<file path="config.mk">
export PLATFORM = sky130hd
export DESIGN_NAME = idt_ctrl
export DESIGN_NICKNAME = d
export VERILOG_FILES = /design/src/sv/idt_pkg.sv /design/src/sv/idt_ctrl.sv
export SDC_FILE = /design/constraint.sdc
export NUM_CORES = 1
export LEC_CHECK = 0
export BUFFER_PORTS_ARGS = -buffer_cell sky130_fd_sc_hd__buf_2
export CORE_UTILIZATION = 30
export CTS_CLUSTER_SIZE = 28
export DETAILED_ROUTE_END_ITERATION = 10
export GPL_ROUTABILITY_DRIVEN = 0
export PLACE_DENSITY = 0.49
export SLEW_MARGIN = 20
export SYNTH_ARGS = -nofsm -noshare
export SYNTH_HDL_FRONTEND = slang
export SYNTH_SLANG_ARGS = --single-unit
</file>
<file path="constraint.sdc">
create_clock -name i_clk -period 2.7 [get_ports i_clk]
set_input_delay 0.135 -clock i_clk [delete_from_list [all_inputs] [get_ports i_clk]]
set_output_delay 0.135 -clock i_clk [all_outputs]
set_load 0.03 [all_outputs]
</file>
<file path="src/sv/idt_pkg.sv">
// Shared types and constants for the instruction dependency tracker.
// No dependencies; compiled first.
package idt_pkg;

    localparam int DEF_WINDOW    = 64;
    localparam int DEF_ARRAY_IDS = 256;
    localparam int ID_W          = 8;   // array id field width
    localparam int IDX_OUT_W     = 6;   // instr_index port width
    localparam int MASK_OUT_W    = 64;  // dep_mask port width
    localparam int CNT_OUT_W     = 7;   // dep_count port width
    localparam int EPOCH_W       = 8;   // batch tag stored with each entry
    localparam int ID_SPACE      = 1 << ID_W;

    typedef enum logic [1:0] {
        PORT_OUT = 2'd0,
        PORT_IN1 = 2'd1,
        PORT_IN2 = 2'd2
    } t_port;

    typedef struct packed {
        logic  capture;    // latch the input item
        logic  new_batch;  // restart index, advance epoch
        logic  sweep;      // clear one table entry
        logic  take_index; // assign index, clear dependency accumulator
        logic  overflow;   // mark current item as window overflow
        logic  rd_en;      // table read at selected operand
        logic  wr_en;      // table update at selected operand
        t_port port;
        logic  finish;     // load result register
    } t_cmd;

    typedef struct packed {
        logic       sweep_done;
        logic       need_sweep;
        logic       first;
        logic       full;
        logic       empty;
        logic       live1;
        logic       live2;
        logic       out_busy;
    } t_stat;

endpackage

</file>
<file path="src/sv/idt_ctrl.sv">
// Sequencer for the dependency tracker: table clear, per-operand
// read-modify-write and result handoff. Uses idt_pkg.
module idt_ctrl (
    input  logic          i_clk,
    input  logic          i_rst_n,
    input  logic          i_valid,
    output logic          o_ready,
    input  idt_pkg::t_stat i_stat,
    output idt_pkg::t_cmd  o_cmd
);
    import idt_pkg::*;

    typedef enum logic [10:0] {
        S_SWEEP_RST  = 11'b00000000001,
        S_IDLE       = 11'b00000000010,
        S_START      = 11'b00000000100,
        S_SWEEP_ITEM = 11'b00000001000,
        S_CHECK      = 11'b00000010000,
        S_RD_OUT     = 11'b00000100000,
        S_WR_OUT     = 11'b00001000000,
        S_RD_IN1     = 11'b00010000000,
        S_WR_IN1     = 11'b00100000000,
        S_RD_IN2     = 11'b01000000000,
        S_WR_IN2     = 11'b10000000000
    } t_state;

    // FINISH shares no state: a dedicated flag keeps the result pending
    t_state r_state, n_state;
    logic   r_pend, n_pend;

    always_ff @(posedge i_clk) begin
        if (!i_rst_n) begin
            r_state <= S_SWEEP_RST;
            r_pend  <= 1'b0;
        end else begin
            r_state <= n_state;
            r_pend  <= n_pend;
        end
    end

    always_comb begin
        n_state = r_state;
        n_pend  = r_pend;
        o_cmd   = '0;
        o_cmd.port = PORT_OUT;
        o_ready = 1'b0;
        case (r_state)
            S_SWEEP_RST: begin
                o_cmd.sweep = 1'b1;
                if (i_stat.sweep_done) n_state = S_IDLE;
            end
            S_IDLE: begin
                if (r_pend) begin
                    if (!i_stat.out_busy) begin
                        o_cmd.finish = 1'b1;
                        n_pend = 1'b0;
                    end
                end else begin
                    o_ready = 1'b1;
                    if (i_valid) begin
                        o_cmd.capture = 1'b1;
                        n_state = S_START;
                    end
                end
            end
            S_START: begin
                if (i_stat.first) begin
                    o_cmd.new_batch = 1'b1;
                    n_state = i_stat.need_sweep ? S_SWEEP_ITEM : S_CHECK;
                end else begin
                    n_state = S_CHECK;
                end
            end
            S_SWEEP_ITEM: begin
                o_cmd.sweep = 1'b1;
                if (i_stat.sweep_done) n_state = S_CHECK;
            end
            S_CHECK: begin
                if (i_stat.full) begin
                    o_cmd.overflow = 1'b1;
                    n_pend  = 1'b1;
                    n_state = S_IDLE;
                end else begin
                    o_cmd.take_index = 1'b1;
                    if (i_stat.empty) begin
                        n_pend  = 1'b1;
                        n_state = S_IDLE;
                    end else begin
                        n_state = S_RD_OUT;
                    end
                end
            end
            S_RD_OUT: begin
                o_cmd.rd_en = 1'b1;
                n_state = S_WR_OUT;
            end
            S_WR_OUT: begin
                o_cmd.wr_en = 1'b1;
                if (i_stat.live1) begin
                    n_state = S_RD_IN1;
                end else if (i_stat.live2) begin
                    n_state = S_RD_IN2;
                end else begin
                    n_pend  = 1'b1;
                    n_state = S_IDLE;
                end
            end
            S_RD_IN1: begin
                o_cmd.rd_en = 1'b1;
                o_cmd.port  = PORT_IN1;
                n_state = S_WR_IN1;
            end
            S_WR_IN1: begin
                o_cmd.wr_en = 1'b1;
                o_cmd.port  = PORT_IN1;
                if (i_stat.live2) begin
                    n_state = S_RD_IN2;
                end else begin
                    n_pend  = 1'b1;
                    n_state = S_IDLE;
                end
            end
            S_RD_IN2: begin
                o_cmd.rd_en = 1'b1;
                o_cmd.port  = PORT_IN2;
                n_state = S_WR_IN2;
            end
            S_WR_IN2: begin
                o_cmd.wr_en = 1'b1;
                o_cmd.port  = PORT_IN2;
                n_pend  = 1'b1;
                n_state = S_IDLE;
            end
            default: begin
                n_state = S_SWEEP_RST;
                n_pend  = 1'b0;
            end
        endcase
    end

    a_rd_then_wr: assert property (@(posedge i_clk) disable iff (!i_rst_n)
        o_cmd.rd_en |=> o_cmd.wr_en && (o_cmd.port == $past(o_cmd.port)))
        else $error("table read not followed by write-back on same operand");

    a_sweep_no_access: assert property (@(posedge i_clk) disable iff (!i_rst_n)
        o_cmd.sweep |-> !o_cmd.rd_en && !o_cmd.wr_en)
        else $error("operand access during table clear");

    a_one_item: assert property (@(posedge i_clk) disable iff (!i_rst_n)
        (o_ready && i_valid) |=> !o_ready)
        else $error("second item taken while one is in work");

endmodule

</file>
* Yosys cells after proc, flatten, opt, wreduce, memory -nomap -nowiden
Cells that the tools add are included.
Cells by class: add/sub/neg operators 0, multipliers 0, div/mod/pow operators 0, order comparisons 0, equal/unequal tests 17, shifts and indexed selects 0, multiplexer cells 35, bitwise logic cells 1, reduce and logical (&&, ||, !) cells 8
Operators by type and width (count):
- 11-bit case mux with 11 select lines | 1
- 11-bit two-way mux | 6
- 1-bit two-way mux | 21
- 11-bit by 1-bit == test with 1-bit output, second input constant | 1
- 11-bit by 10-bit == test with 1-bit output, second input constant | 1
- 11-bit == test, second input constant | 1
- 11-bit by 2-bit == test with 1-bit output, second input constant | 1
- 11-bit by 3-bit == test with 1-bit output, second input constant | 1
- 11-bit by 4-bit == test with 1-bit output, second input constant | 1
- 11-bit by 5-bit == test with 1-bit output, second input constant | 1
- 11-bit by 6-bit == test with 1-bit output, second input constant | 1
- 11-bit by 7-bit == test with 1-bit output, second input constant | 1
- 11-bit by 8-bit == test with 1-bit output, second input constant | 1
- 11-bit by 9-bit == test with 1-bit output, second input constant | 1
- 10-bit two-way mux | 1
- 5-bit two-way mux | 2
- 2-bit != test, second input constant | 5
- 6-bit two-way mux | 1
- 1-bit case mux with 6 select lines | 1
- 2-bit OR reduction | 3
- 3-bit OR reduction | 2
- 6-bit OR reduction | 1
- 2-bit case mux with 2 select lines | 1
- 4-bit AND reduction | 1
- 4 further kinds | 4
Storage, ports and cells: register bits 12, bits in latches 0, RAM bits 0, bits in read-only memories 0, memories 0

* Longest topological paths before layout
depth after elaboration 4, depth in mapped cells 7

* Worst setup path before layout
No wires, ideal clock.
path kind flip-flop to flip-flop, from register r_state[4], to register r_state[0], setup time 0.116 ns, data arrival time 2.410 ns, required time 2.584 ns, path slack 0.174 ns, cell stages (with the launch flop) 7, path buffers 1, cells stage by stage dfxtp_1 clkbuf_1 or3_1 nor4_1 a221oi_1 mux2i_1 nand2_1
Between the ends: longest elaborated chain between the ends 3, elaborated cells on any way between the ends 17
RTL lines:
- from (decl) | line idt_ctrl.sv:28 | t_state r_state, n_state;
- from (signal assigned) | line idt_ctrl.sv:36 | r_state <= n_state;
- 11-bit by 2-bit == test with 1-bit output (tied with other cells) | line idt_ctrl.sv:47 | case (r_state)
- 2-bit != test (no line)
- 4-bit AND reduction (no line)
Parallel ways exist; a longest one is shown, timed or not. A chain may end at the register's enable or synchronous reset.

==> run_results.csv <==
group,metric,value,unit
pwr,p_sw_frac,0.4169,
synth,async_reset_ff_frac,0,
clocking,clkTransAtPathRegs,80,ps
timing,drv_slew,0,
detailed_routing,drc,0,
clocking,cts_buffer_depth,2,
global_route,grt_pass1_wl,4215,um
global_route,gr-usage-all-layers,0.1642,
floorplan,row_count,20,
synth,synth_fp_nets,137,
pwr,p_seq_frac,0.327,
timing,setup_viol,0,
clocking,worst_skew_pair.late_latency,280,ps
timing,hold_slack,109.8,ps
floorplan,die_h,58.67,um
floorplan,coreArea,0.003053,mm2
clocking,post-cts-setup-buffers,0,
detailed_routing,via_per_inst,5.151,
finish,mostFrequentLayoutCell,"buf_2",
finish,nets,154,
detailed_routing,vias,958,
finish,area_growth,17.66,%
finish,nFillCells,327,
worst_setup_path,slowest_stage,"or4_1",
floorplan,die_x,58.67,um
floorplan,ioPinCount,22,
pwr,power_frac_comb,0.476,
clocking,ctsHoldBuffers,0,
finish,drive_above_1_share,0.2183,
synth,netlist_area,963.4,um2
synth,synth_cell_types,38,
finish,final_cell_mix,"21 x buf_2, 14 x nor2_1, 12 x dfxtp_1",
timing,max_freq,405.6,MHz
hold_path,hold_class,"in2reg",
worst_setup_path,path_cells,"nor4_2 > nand3b_1 > or4_1 > nor3_1 > buf_2",
worst_setup_path,critPathArrivalTime,2330,ps
detailed_routing,drtIter0Drc,14,
place,placed_area,0.001097,mm2
worst_setup_path,cp_max_fo,9,
pwr,switching_power,0.3130,mW
finish,seq_area,240.2,um2
pwr,ir_drop,0.0002420,V
timing,final.setup.tns,0,ps
pwr,power_density,662.4,mW/mm2
worst_setup_path,cp.buffers_inverters,1,
clocking,cts_resized,0,
synth,syn_avg_cell_area,7.646,um2
finish,diodes,0,
place,hpwl,1880,um
finish,multiInputGateArea,666.9,um2
worst_setup_path,cp_data_required_time,2570,ps
global_route,grt_max_degree,15,
global_route,gr-total-overflow,0,
clocking,cts_inserted_buffers,3,
clocking,htreeDepth,1,
finish,design_area,0.001134,mm2
timing,slew-limit-headroom,0.6072,
worst_setup_path,crit_type,"reg2out",
timing,worst_pin_slew,583.8,ps
place,port_buffers,21,
timing,fin_skew,8.612,ps
pwr,p_int,0.4379,mW
clocking,cts_tree,"done",
synth,ys_warn_count,0,
worst_setup_path,slowest_delay,610,ps
clocking,root_buffer,"clkbuf_4",
floorplan,die_area,0.003442,mm2
detailed_routing,wirelength,2479,um
timing,hold_violations,0,
global_route,grt_use_met2,0.2709,
synth,ys_seq_area_frac,0.2494,
flow_run,cap_violations,0,
global_route,use_met1,0.2119,
status,status,"finished clean",
timing,period_needed,2466,ps
global_route,grt_pass1_vias,892,
clocking,cts_sinks,12,
synth,syn_inst,126,
global_route,grt_use_met3,0.04615,
pwr,clockPowerShare,0.197,
global_route,top_usage_layer,"met2",
timing,finalCritPeriodShare,0.9132,
worst_setup_path,critPathCaptureType,"output pin",
global_route,antenna_found_initial,0,
timing,rsz0062_at_grt,"false",
detailed_routing,ant_nets,0,
floorplan,start_util,0.3156,
pwr,cellLeakagePower,0.5004,nW
worst_setup_path,startpoint_type,"flop",
synth,ys.flop_type,"dfxtp_1",
detailed_routing,wire_per_inst,13.33,um
detailed_routing,drt_first_pass_iters,4,
synth,synth_edf_count,0,
worst_setup_path,path_delay_family,"simple AND/OR/NAND/NOR gates",
synth,synth-seq-cells,12,
==> Yosys cell counts (2+ instances only) <==
cell type,n,share of area
nand2b_1,3,0.019
dfxtp_1,12,0.25
nor4b_1,3,0.027
inv_1,4,0.016
clkbuf_1,10,0.039
nor4_1,6,0.039
o22a_1,2,0.018
or3_1,3,0.019
nor2b_1,4,0.026
and3_1,4,0.026
and4_1,3,0.027
nor2_1,14,0.055
nor3_1,8,0.042
or4_1,3,0.023
o31ai_1,3,0.023
and2_1,3,0.019
xnor2_1,4,0.036
o21ai_0,5,0.026
mux2i_1,3,0.031
nand2_1,7,0.027
xor2_1,4,0.036
nand3b_1,2,0.016
==> registers in the layout, indices dropped and copies added, names as in the netlist <==
register and count:
r_pend 1, r_state 11
==> logic make-up (layout without fill, tap and decap cells) <==
| logic type | count (synthesis) | count (layout) | share of synthesized area |
|---|---|---|---|
| AND/OR/NAND/NOR | 69 | 69 | 0.4234 |
| XOR/XNOR | 8 | 8 | 0.07272 |
| multiplexers | 3 | 3 | 0.03117 |
| flip-flops | 12 | 12 | 0.2494 |
| AO/OA/AOI/OAI | 19 | 19 | 0.1649 |
| buffers and inverters | 15 | 31 | 0.05844 |
==> power by group through the flow <==
stage | Clock (mW) | Combinational, mW | Sequential, mW
finish | 0.148 | 0.357 | 0.246
global route | 0.164 | 0.395 | 0.250
CTS | 0.153 | 0.357 | 0.243
detailed placement | 0 | 0.355 | 0.247
global placement | 0 | 0.350 | 0.245
floorplan | 0 | 0.317 | 0.207
==> path summary, 6_finish.rpt <==
path,start,end,slack [ps],cells past startpoint
worst min register to register,r_state[3],r_state[10],570,2
worst max-delay path,r_state[10],o_cmd[0],230,5
worst max register to register,r_state[0],r_pend,410,6
worst min-delay path,i_rst_n,r_state[0],110,2
==> final cells by class <==
type | count | share of cell area
Timing Repair Buffer | 23 | 0.1060
Inverter | 4 | 0.01325
Tap cell | 44 | 0.04857
Multi-Input combinational cell | 99 | 0.5883
Clock buffer | 4 | 0.03201
Sequential cell | 12 | 0.2119
==> metrics by stage <==
stage / worst slack (ps) / std cells / power (mW) / util
after floorplan: 174.0 / 126 / 0.5238 / -
after CTS: 227.8 / 186 / 0.7522 / 0.3713
after detailed placement: 444.0 / 182 / 0.6026 / 0.3594
final: 234.3 / 186 / 0.7509 / 0.3713
after global routing: 53.31 / 186 / 0.8087 / 0.3713
after global placement: 495.1 / 182 / 0.5949 / 0.3594
==> layer usage <==
metal / routed length, um / part of all wire / vias to the layer above
met5: 0 / 0 / -
met4: 19 / 0.0077 / 0
li1: - / - / 501
met2: 1137 / 0.46 / 18
met3: 109 / 0.044 / 4
met1: 1214 / 0.49 / 435
Power figures use the tool's default switching activity.
